===== config.mk =====
export PLATFORM = sky130hd
export DESIGN_NAME = button_press_hold_detector
export DESIGN_NICKNAME = d
export VERILOG_FILES = /design/src/bphd_pkg.sv /design/src/bphd_front.sv /design/src/bphd_fifo.sv /design/src/bphd_back.sv /design/src/button_press_hold_detector.sv
export SDC_FILE = /design/constraint.sdc
export NUM_CORES = 1
export LEC_CHECK = 0
export ABC_AREA = 0
export BUFFER_PORTS_ARGS = -buffer_cell sky130_fd_sc_hd__buf_2
export CAP_MARGIN = 20
export CORE_MARGIN = 4
export CORE_UTILIZATION = 35
export CTS_CLUSTER_SIZE = 40
export DETAILED_ROUTE_END_ITERATION = 8
export MAX_ROUTING_LAYER = met4
export PLACE_DENSITY_LB_ADDON = 0.3
export SKIP_CTS_REPAIR_TIMING = 1
export SYNTH_ARGS = -nofsm -noshare
export SYNTH_HDL_FRONTEND = slang
export SYNTH_SLANG_ARGS = --single-unit

===== constraint.sdc =====
create_clock -name clk -period 12.4 [get_ports clk]
set_clock_uncertainty 0.15 [all_clocks]
set_input_delay 1.86 -clock clk [delete_from_list [all_inputs] [get_ports clk]]
set_output_delay 1.86 -clock clk [all_outputs]
set_load 0.01 [all_outputs]

===== src/bphd_pkg.sv =====
package bphd_pkg;

	localparam int NUM_BUTTONS = 4;
	// Level and index fields are sized for four buttons.
	localparam int LANE_CAP = 4;
	localparam int NUM_LANES = (NUM_BUTTONS < LANE_CAP) ? NUM_BUTTONS : LANE_CAP;
	localparam int LANE_W = $clog2(LANE_CAP);

	localparam int FIFO_DEPTH = 4;
	localparam int FIFO_PTR_W = $clog2(FIFO_DEPTH);
	localparam int FIFO_CNT_W = $clog2(FIFO_DEPTH + 1);

	localparam logic [15:0] HELD_THRESHOLD_RST = 16'd1000;
	localparam logic [15:0] MIN_PRESS_RST = 16'd50;

	localparam logic KIND_SHORT = 1'b0;
	localparam logic KIND_HELD = 1'b1;

	typedef enum logic [0:0] {
		REG_HELD_THRESHOLD = 1'b0,
		REG_MIN_PRESS      = 1'b1
	} cfg_reg_t;

	typedef struct packed {
		logic [31:0] time_ms;
		logic [3:0]  button_levels;
	} in_item_t;

	typedef struct packed {
		logic [1:0] button_index;
		logic       event_kind;
		logic       last_event;
	} out_item_t;

	typedef struct packed {
		logic [15:0] held_threshold_ms;
		logic [15:0] min_press_ms;
	} cfg_t;

	// One poll's worth of events: a hit mask and the kind for each lane.
	typedef struct packed {
		logic [LANE_CAP-1:0] hit;
		logic [LANE_CAP-1:0] kind;
	} poll_rec_t;

	typedef struct packed {
		logic busy;
		logic emit;
	} back_stat_t;

endpackage


===== src/bphd_front.sv =====
module bphd_front (
	input  logic                clk,
	input  logic                arst_n,
	input  logic                accept,
	input  bphd_pkg::in_item_t  item,
	input  bphd_pkg::cfg_t      cfg,
	output bphd_pkg::poll_rec_t rec,
	output logic                rec_valid
);

	localparam int NUM_LANES_L = bphd_pkg::NUM_LANES;

	logic [NUM_LANES_L-1:0]        was_down_q;
	logic [NUM_LANES_L-1:0]        held_sent_q;
	logic [31:0]                   press_start_q [NUM_LANES_L];

	logic [NUM_LANES_L-1:0] down;
	logic [NUM_LANES_L-1:0] edge_press;
	logic [NUM_LANES_L-1:0] held_fire;
	logic [31:0]            elapsed [NUM_LANES_L];

	always_comb begin
		rec = '0;
		for (int i = 0; i < NUM_LANES_L; i++) begin
			down[i] = ~item.button_levels[i];
			elapsed[i] = item.time_ms - press_start_q[i];
			edge_press[i] = down[i] & ~was_down_q[i];
			held_fire[i] = down[i] & was_down_q[i] & ~held_sent_q[i] &
				(elapsed[i] >= 32'(cfg.held_threshold_ms));
			if (held_fire[i]) begin
				rec.hit[i] = 1'b1;
				rec.kind[i] = bphd_pkg::KIND_HELD;
			end else if (~down[i] & was_down_q[i] & ~held_sent_q[i] &
					(elapsed[i] >= 32'(cfg.min_press_ms))) begin
				rec.hit[i] = 1'b1;
				rec.kind[i] = bphd_pkg::KIND_SHORT;
			end
		end
		rec_valid = accept & (|rec.hit);
	end

	always_ff @(posedge clk or negedge arst_n) begin
		if (!arst_n) begin
			was_down_q <= '0;
			held_sent_q <= '0;
		end else if (accept) begin
			was_down_q <= down;
			for (int i = 0; i < NUM_LANES_L; i++) begin
				if (edge_press[i]) begin
					held_sent_q[i] <= 1'b0;
				end else if (held_fire[i]) begin
					held_sent_q[i] <= 1'b1;
				end
			end
		end
	end

	always_ff @(posedge clk) begin
		if (accept) begin
			for (int i = 0; i < NUM_LANES_L; i++) begin
				if (edge_press[i]) begin
					press_start_q[i] <= item.time_ms;
				end
			end
		end
	end

endmodule


===== src/bphd_fifo.sv =====
module bphd_fifo (
	input  logic                clk,
	input  logic                arst_n,
	input  logic                wr_en,
	input  bphd_pkg::poll_rec_t wr_data,
	output logic                is_full,
	input  logic                rd_en,
	output bphd_pkg::poll_rec_t rd_data,
	output logic                is_empty
);

	bphd_pkg::poll_rec_t                  mem_q [bphd_pkg::FIFO_DEPTH];
	logic [bphd_pkg::FIFO_PTR_W-1:0]      wr_ptr_q;
	logic [bphd_pkg::FIFO_PTR_W-1:0]      rd_ptr_q;
	logic [bphd_pkg::FIFO_CNT_W-1:0]      count_q;
	logic                                 do_wr;
	logic                                 do_rd;

	assign is_full = (count_q == bphd_pkg::FIFO_CNT_W'(bphd_pkg::FIFO_DEPTH));
	assign is_empty = (count_q == '0);
	assign do_wr = wr_en & ~is_full;
	assign do_rd = rd_en & ~is_empty;
	assign rd_data = mem_q[rd_ptr_q];

	always_ff @(posedge clk or negedge arst_n) begin
		if (!arst_n) begin
			wr_ptr_q <= '0;
			rd_ptr_q <= '0;
			count_q <= '0;
		end else begin
			if (do_wr) begin
				wr_ptr_q <= wr_ptr_q + 1'b1;
			end
			if (do_rd) begin
				rd_ptr_q <= rd_ptr_q + 1'b1;
			end
			if (do_wr && !do_rd) begin
				count_q <= count_q + 1'b1;
			end else if (do_rd && !do_wr) begin
				count_q <= count_q - 1'b1;
			end
		end
	end

	always_ff @(posedge clk) begin
		if (do_wr) begin
			mem_q[wr_ptr_q] <= wr_data;
		end
	end

endmodule


===== src/bphd_back.sv =====
module bphd_back (
	input  logic                 clk,
	input  logic                 arst_n,
	input  bphd_pkg::poll_rec_t  rec,
	input  logic                 rec_empty,
	output logic                 rec_take,
	output bphd_pkg::out_item_t  out_item,
	output logic                 out_valid,
	input  logic                 out_take,
	output bphd_pkg::back_stat_t stat
);

	logic [bphd_pkg::LANE_CAP-1:0] work_hit_q;
	logic [bphd_pkg::LANE_CAP-1:0] work_kind_q;
	bphd_pkg::out_item_t           out_q;
	logic                          out_valid_q;

	logic                          slot_free;
	logic                          have;
	logic                          emit;
	logic [bphd_pkg::LANE_W-1:0]   idx;
	logic [bphd_pkg::LANE_CAP-1:0] next_hit;

	always_comb begin
		idx = '0;
		for (int i = bphd_pkg::LANE_CAP - 1; i >= 0; i--) begin
			if (work_hit_q[i]) begin
				idx = bphd_pkg::LANE_W'(i);
			end
		end
		have = |work_hit_q;
		slot_free = ~out_valid_q | out_take;
		emit = slot_free & have;
		next_hit = work_hit_q;
		next_hit[idx] = 1'b0;
		// Refill as the last event of the current poll leaves, so no bubble.
		rec_take = ~rec_empty & (~have | (emit & ~(|next_hit)));
	end

	assign out_item = out_q;
	assign out_valid = out_valid_q;
	assign stat.busy = have;
	assign stat.emit = emit;

	always_ff @(posedge clk or negedge arst_n) begin
		if (!arst_n) begin
			work_hit_q <= '0;
			out_valid_q <= 1'b0;
		end else begin
			if (rec_take) begin
				work_hit_q <= rec.hit;
			end else if (emit) begin
				work_hit_q <= next_hit;
			end
			if (emit) begin
				out_valid_q <= 1'b1;
			end else if (out_take) begin
				out_valid_q <= 1'b0;
			end
		end
	end

	always_ff @(posedge clk) begin
		if (rec_take) begin
			work_kind_q <= rec.kind;
		end
		if (emit) begin
			out_q.button_index <= 2'(idx);
			out_q.event_kind <= work_kind_q[idx];
			out_q.last_event <= ~(|next_hit);
		end
	end

endmodule


===== src/button_press_hold_detector.sv =====
// Channel   Handshake                 Payload
// ------    ---------------------     --------------------------------------
// poll in   push / full               in_item  (time_ms, button_levels)
// event out empty / pop               out_item (button_index, event_kind,
//                                               last_event)
// config    cfg_valid / cfg_ready     cfg_index, cfg_data (16 bit)
//
// A poll is taken every cycle while full is low; the front updates button
// state in that same cycle and queues the poll's events (up to four polls).
// The back hands out one event per cycle while the output slot is empty or
// popped; a poll yields four events at most. Polls with no events are not
// queued. The first event passes the queue, work and output registers.
// Reset clears button state, the queue and the output slot; config returns
// to 1000 ms held threshold and 50 ms minimum press. cfg_ready is always high.
module button_press_hold_detector (
	input  logic                clk,
	input  logic                arst_n,
	input  logic                push,
	output logic                full,
	input  bphd_pkg::in_item_t  in_item,
	output logic                empty,
	input  logic                pop,
	output bphd_pkg::out_item_t out_item,
	input  logic                cfg_valid,
	output logic                cfg_ready,
	input  logic [0:0]          cfg_index,
	input  logic [15:0]         cfg_data
);

	bphd_pkg::cfg_t       cfg_q;
	bphd_pkg::poll_rec_t  front_rec;
	logic                 front_rec_valid;
	bphd_pkg::poll_rec_t  fifo_rec;
	logic                 fifo_full;
	logic                 fifo_empty;
	logic                 fifo_take;
	logic                 out_valid;
	bphd_pkg::back_stat_t back_stat;
	logic                 in_accept;

	// Config writes are registered into cfg_q; the block never stalls them.
	assign cfg_ready = 1'b1;

	always_ff @(posedge clk or negedge arst_n) begin
		if (!arst_n) begin
			cfg_q.held_threshold_ms <= bphd_pkg::HELD_THRESHOLD_RST;
			cfg_q.min_press_ms <= bphd_pkg::MIN_PRESS_RST;
		end else if (cfg_valid && cfg_ready) begin
			unique case (bphd_pkg::cfg_reg_t'(cfg_index))
				bphd_pkg::REG_HELD_THRESHOLD: cfg_q.held_threshold_ms <= cfg_data;
				bphd_pkg::REG_MIN_PRESS:      cfg_q.min_press_ms <= cfg_data;
			endcase
		end
	end

	// Hold new polls only when the event queue has no room left.
	assign full = fifo_full;
	assign in_accept = push & ~full;

	bphd_front u_front (
		.clk       (clk),
		.arst_n    (arst_n),
		.accept    (in_accept),
		.item      (in_item),
		.cfg       (cfg_q),
		.rec       (front_rec),
		.rec_valid (front_rec_valid)
	);

	// Only polls that produce at least one event enter the queue.
	bphd_fifo u_fifo (
		.clk      (clk),
		.arst_n   (arst_n),
		.wr_en    (front_rec_valid),
		.wr_data  (front_rec),
		.is_full  (fifo_full),
		.rd_en    (fifo_take),
		.rd_data  (fifo_rec),
		.is_empty (fifo_empty)
	);

	// Serialize each queued poll into events, lowest button first.
	bphd_back u_back (
		.clk       (clk),
		.arst_n    (arst_n),
		.rec       (fifo_rec),
		.rec_empty (fifo_empty),
		.rec_take  (fifo_take),
		.out_item  (out_item),
		.out_valid (out_valid),
		.out_take  (pop),
		.stat      (back_stat)
	);

	assign empty = ~out_valid;

	// An event without the last marker must have siblings still pending.
	a_more_after_not_last: assert property (@(posedge clk) disable iff (!arst_n)
		(!empty && !out_item.last_event) |-> back_stat.busy)
		else $error("event without last marker but nothing pending");

	// Every emitted event must appear on the output next cycle.
	a_emit_shows: assert property (@(posedge clk) disable iff (!arst_n)
		back_stat.emit |=> !empty)
		else $error("emitted event not presented");

	// A config write to the held threshold must be visible next cycle.
	a_cfg_held: assert property (@(posedge clk) disable iff (!arst_n)
		(cfg_valid && cfg_ready && cfg_index == bphd_pkg::REG_HELD_THRESHOLD) |=>
		(cfg_q.held_threshold_ms == $past(cfg_data)))
		else $error("held threshold write lost");

endmodule

After elaboration in Yosys (flattened, before gate mapping)

Memory sizes are Yosys's and may differ from the RTL's.
Cells that the tools add are included.

Bits of input ports: 58
Flip-flop bits (word level): 60
Memories: 2
Memory bits (writable): 160

Multiplexer cells: 48
Reduce and logical (&&, ||, !) cells: 22
Equal/unequal tests: 1
Bitwise logic cells: 57
$lt $le $gt $ge: 10
Add/sub/neg operators: 8

Memory list:

| memory                | words | bits a word | read ports | clocked after Yosys merged registers in | write ports | line             | RTL |
|---|---|---|---|---|---|---|---|
| u_front.press_start_q | 4     | 32          | 4          | 0                                       | 4           | bphd_front.sv:15 | `logic [31:0] press_start_q [NUM_LANES_L];` |
| u_fifo.mem_q          | 4     | 8           | 1          | 0                                       | 1           | bphd_fifo.sv:12  | `bphd_pkg::poll_rec_t mem_q [bphd_pkg::FIFO_DEPTH];` |

Operator list:

| kind                  | number |
|---|---|
| $ge A32 B16 Y1        | 8 |
| $sub A32 B32 Y32      | 4 |
| $mux W1               | 38 |
| $and A1 B1 Y1         | 35 |
| $not A1 Y1            | 18 |
| $reduce_bool A2 Y1    | 7 |
| $reduce_and A2 Y1     | 6 |
| $reduce_or A4 Y1      | 3 |
| $mux W2               | 4 |
| $mux W4               | 2 |
| $mux W3               | 2 |
| $add A2 B1 Y2 const B | 2 |
| $and A4 B4 Y4         | 1 |
| $not A4 Y4            | 1 |
| $add A3 B1 Y3 const B | 1 |
| $eq A3 B3 Y1 const B  | 1 |
| $logic_and A1 B1 Y1   | 3 |
| $logic_not A3 Y1      | 1 |
| $lt A2 B3 Y1 const B  | 1 |
| $sub A3 B1 Y3 const B | 1 |
| $bmux W1 S2           | 1 |
| $demux W1 S2          | 1 |
| $ge A2 B1 Y1 const B  | 1 |
| $logic_not A1 Y1      | 2 |
| $or A1 B1 Y1          | 2 |

Depth between registers and ports, before layout

Depth after elaboration: 19
Gate-level depth with buffers: 28
Gate-level depth less buffers: 28

Modules after synthesis

Synthesis repeated with hierarchy kept, for this count alone.

Cells, all modules: 1953
Area, all modules: 18671.7 sq um

By module, submodules not included:

| module                     | area an instance (sq um) | cells each | instances |
|---|---|---|---|
| bphd_front                 | 15119.5                  | 1743       | 1 |
| bphd_fifo                  | 1589.0                   | 77         | 1 |
| button_press_hold_detector | 1285.0                   | 73         | 1 |
| bphd_back                  | 678.2                    | 60         | 1 |

Worst setup path before layout

No wires, ideal clock.

Path kind: input to register
From: in in_item[4] (netlist bit)
To: reg u_fifo.count_q[1] (netlist bit)
Data arrival time: 6.230 ns
Buffers on the path: 0
Slack: 5.895 ns
Required time: 12.125 ns
Stages: 23
Cell sequence: inv_1 > ha_1 > fa_1 > nand2b_1 > a21oi_1 > o21ai_1 > o21ai_0 > a21oi_1 > xnor2_1 > ha_1 > a21o_1 > a21oi_1 > nor4b_1 > nand2_1 > o21ai_0 > mux2_2 > nand3_2 > o21bai_2 > a41oi_4 > ha_1 > inv_1 > fa_1 > mux2_2

Word-level cells in the longest chain between the ends: 11
Elaborated cells on any way between the ends: 36
Classes of those cells: 4 x add/sub; 8 x order compare; 9 x mux; 10 x bitwise; 5 x reduce/logical

RTL lines:

| what                                | line                             | RTL |
|---|---|---|
| start, declared                     | button_press_hold_detector.sv:20 | `input bphd_pkg::in_item_t in_item,` |
| $sub A32 B32 Y32                    | bphd_front.sv:26                 | `elapsed[i] = item.time_ms - press_start_q[i];` |
| $ge A32 B16 Y1                      | bphd_front.sv:34                 | `(elapsed[i] >= 32'(cfg.min_press_ms))) begin` |
| $and A1 B1 Y1                       | bphd_front.sv:33                 | `end else if (~down[i] & was_down_q[i] & ~held_sent_q[i] &` |
| $mux W1                             | bphd_front.sv:33                 |  |
| $mux W1                             | bphd_front.sv:30                 | `if (held_fire[i]) begin` |
| $reduce_or A4 Y1 (*)                | bphd_front.sv:39                 | `rec_valid = accept & (\|rec.hit);` |
| $and A1 B1 Y1 (*)                   | bphd_front.sv:39                 |  |
| $and A1 B1 Y1 (*)                   | bphd_fifo.sv:21                  | `assign do_wr = wr_en & ~is_full;` |
| via u_fifo.do_wr                    | bphd_fifo.sv:16                  | `logic do_wr;` |
| $logic_not A1 Y1                    | bphd_fifo.sv:39                  | `end else if (do_rd && !do_wr) begin` |
| $logic_and A1 B1 Y1                 | bphd_fifo.sv:39                  |  |
| $reduce_bool A2 Y1 (no source line) | --                               |  |
| end signal, assigned                | bphd_fifo.sv:38                  | `count_q <= count_q + 1'b1;` |
| end signal, assigned                | bphd_fifo.sv:40                  | `count_q <= count_q - 1'b1;` |
| end, declared                       | bphd_fifo.sv:15                  | `logic [bphd_pkg::FIFO_CNT_W-1:0] count_q;` |

The timed path passes the listed nets; every way through them passes the cells marked *.
A chain may end at the register's enable or synchronous reset.

Final worst setup path

Ends and elaborated chain as after synthesis.

==> summary.md <==
| Metric | Value |
|---|---|
| Relative slew slack | `32.44%` |
| Synthesized flop and latch total | `220` |
| Worst-Margin Slew | `1.013 ns` |
| Tightest Hold Check Type | `flop to flop` |
| Drt wl/cell | `19.38 um` |
| Reg2reg path depth | `20` |
| Critical R2R Capture | `u_fifo.count_q[1]$_DFFE_PN0P_` |
| Crit start category | `input pin` |
| Critical Path End Type | `flop` |
| Netlist cell types | `97` |
| Synth area leaders | `edfxtp_1 27%, ha_1 17%, dfrtp_1 5.8%` |
| Sink Count | `220` |
| Core box area | `51720 um2` |
| GPL Wtd Cong | `0.9616` |
| Synth Area per Inst | `9.467 um2` |
| Area leader, netlist | `edfxtp_1` |
| Sequential area share after synthesis | `34.51%` |
| Die width | `237.4 um` |
| DIE AREA | `56370 um2` |
| Most frequent cell after synthesis | `ha_1` |
| Synth cell count leaders | `257 x ha_1, 199 x inv_1, 173 x a21oi_1` |
| Share of cells above drive strength 1 | `8.745%` |
| Antenna Nets Post-Route | `0` |
| TNS Setup | `0 ns` |
| Dominant synthesized flop cell | `edfxtp_1` |
| Yosys warning count | `0` |
| I/O pin cnt | `65` |
| Post-placement cell area | `19500 um2` |
| End of the critical path | `u_fifo.count_q[1]$_DFFE_PN0P_` |
| PD cells | `156.5 nW/um2` |
| Post-Synthesis Cell Area | `18420 um2` |
| # rows | `83` |
| Fraction of registers with async set/reset | `23.64%` |
| Final Hold Viols | `0` |
| Status | `complete, no violations` |
| Worst VDD drop | `0.09670 mV` |
| DR iter-0 viols | `1047` |
| Total congestion overflow | `0` |
| Syn Nets | `2266` |
| CP delay by family, top | `compound AO/OA/AOI/OAI gates` |
| Detailed Place HPWL | `42130 um` |
| Worst-path cell chain | `buf_2, inv_1, ha_1, fa_1, nor2b_1, o2111ai_1, a21oi_1, nor2_1, xnor2_1, ha_1, a2111oi_0, o2111ai_1, o211ai_1, a41o_1, a31o_1, a41oi_4, ha_1, inv_1, fa_1, mux2_2` |
| IO buf count | `63` |
| Final period util | `55.79%` |
| CTS tree | `yes` |
| Min cycle time layout | `6.918 ns` |
| Crit. Startpoint | `in_item[4]` |
| R2R Setup Slk | `6.59 ns` |
| Bufs and invs on worst path | `3` |
| Worst EP required | `12.71 ns` |
| Root Buffer | `clkbuf_16` |
| Drt pass-1 iters | `5` |
| Origin of the critical flop-to-flop path | `u_front.press_start_q[2][1]$_DFFE_PP_` |
| Initial antenna violation count | `1` |
| H-tree Lvls | `1` |
| Unrepaired setup endpoints after global routing | `false` |
| Number of enable flip-flop cells after synthesis | `168` |
| DR vias/cell | `5.607` |
| Final setup viols | `0` |
| Final Instance Area | `20400 um2` |
| Area delta synth->final | `10.73%` |
| Pleak | `8.786 nW` |
| CTS max path bufs | `3` |
| Post-synth top area share | `27.38%` |
| Clock Latency Late Sink | `0.57 ns` |
| Max cap viols | `0` |
| First-pass GRT wire length | `82250 um` |
| Die extent in y | `237.4 um` |
| Tot GR Track Use | `18.59%` |
| Total Wirelength | `52420 um` |
| Fin nets | `2324` |
| Crit-path max cell delay | `0.82 ns` |
| ANT cells | `0` |
| Final Slew Violations | `0` |
| WP data arrival | `7.22 ns` |
| CTS Buf Count | `28` |
| Initial Util | `35.62%` |
| Mapped Cells | `1946` |
| WS Path Type | `input pin to flop` |
| Vias post-DR | `15160` |
| CP Depth | `20` |
| CTS clk-pin slew, worst paths | `0.07 ns` |
| Largest net degree at the start of global routing | `53` |
| Crit-path most repeated cell | `ha_1` |
| Crit path max fanout | `7` |
| Residual DRC count | `0` |
| Vias in the first global route | `15100` |
| Fmax | `144.6 MHz` |
| Slowest cell on crit path | `a2111oi_0` |
## per-stage QoR
step	hold slack, ns	utilization [%]	total power, mW	std cells	worst slack, ns
CTS	0.3518	39.44	3.205	2704	5.558
floorplan	0.3055	-	1.989	1946	5.895
global route	0.3772	39.44	3.418	2704	5.114
finish	0.3545	39.44	3.192	2704	5.482
detailed placement	0.3344	37.70	2.378	2654	4.965
global placement	0.3222	37.70	2.333	2653	5.143
## where the power goes
group          internal (mW)  switching, mW
combinational          0.544          0.811
sequential             0.955         0.0691
clock                  0.485          0.327
total                   1.98           1.21
## cell families (layout without fill, tap and decap cells)
kind of cell | after synthesis | in the layout | share of synthesized area, %
xor gates and xnor gates | 91 | 91 | 4.326
and+or+nand+nor | 471 | 471 | 12.92
AOI/OAI and AO/OA | 614 | 614 | 22.02
DFF | 220 | 220 | 34.51
muxes | 43 | 43 | 3.131
buffers and inverters | 243 | 321 | 5.019
other | 1 | 1 | 0.02036
adders and majority gates | 263 | 263 | 18.05
## registers in the layout, indices dropped and copies added (netlist names), 4 cells and up
register and cells:
cfg_q 32, u_front.was_down_q 4, u_back.out_item 4, u_back.work_kind_q 4, u_front.held_sent_q 4, u_back.work_hit_q 4, u_front.press_start_q 128, u_fifo.mem_q 32
## worst min path at each step
stage	from	endpoint	slack, ns	cells after the start
2_1_floorplan	u_front.held_sent_q[0]$_DFFE_PN0P_	u_front.held_sent_q[0]$_DFFE_PN0P_	0.31	2
3_3_place_gp	u_front.held_sent_q[1]$_DFFE_PN0P_	u_front.held_sent_q[1]$_DFFE_PN0P_	0.32	2
3_5_place_dp	u_front.held_sent_q[0]$_DFFE_PN0P_	u_front.held_sent_q[0]$_DFFE_PN0P_	0.33	2
4_1_cts	u_front.held_sent_q[0]$_DFFE_PN0P_	u_front.held_sent_q[0]$_DFFE_PN0P_	0.35	2
5_1_grt	cfg_q[12]$_DFFE_PN0P_	cfg_q[12]$_DFFE_PN0P_	0.38	1
6_report	u_front.held_sent_q[0]$_DFFE_PN0P_	u_front.held_sent_q[0]$_DFFE_PN0P_	0.35	2
## routing by layer
| layer | track usage, % | vias to the layer above | wire length [um] | share of wire, % |
|---|---|---|---|---|
| li1 | - | 7391 | - | - |
| met1 | 24.39 | 7272 | 24000 | 46 |
| met2 | 29.64 | 406 | 23520 | 45 |
| met3 | 3.121 | 93 | 3054 | 5.8 |
| met4 | 5.609 | 0 | 1843 | 3.5 |
| met5 | - | - | 0 | 0 |
## layout by cell type (no fill, tap or decap), types with 21 or more instances in the layout
| cell | count |
|---|---|
| ha_1 | 257 |
| inv_1 | 199 |
| a21oi_1 | 173 |
| edfxtp_1 | 168 |
| nand2_1 | 127 |
| o21ai_0 | 101 |
| nor2_1 | 99 |
| a21o_1 | 71 |
| xnor2_1 | 66 |
| buf_2 | 63 |
| dfrtp_1 | 43 |
| nand4_1 | 33 |
| nor3_1 | 32 |
| o21a_1 | 30 |
| o21ai_1 | 29 |
| clkbuf_16 | 29 |
| nand2b_1 | 27 |
| nor2b_1 | 26 |
| nand3_1 | 26 |
| xor2_1 | 25 |
| a211oi_1 | 25 |
| mux2_2 | 21 |
## worst register-to-register path, delay by kind of cell (launching register included)
kind | cells | cell delay (ns)
xor+xnor | 1 | 0.21
mux | 1 | 0.26
simple gates | 2 | 0.40
compound gates | 10 | 3.02
buf+inv | 2 | 0.16
fa+ha+maj | 4 | 1.09
flops | 1 | 0.42
## area by class of cell
cell class              count  area, um2
well taps                 680      850.8
clock buffers              35      748.2
repair buffers             72      379.1
multi-input cells        1483      11160
inverters                 199      747.0
clock inverters            15      152.6
fillers                  5110      31320
flip-flops and latches    220       6357
Power figures use the tool's default switching activity.
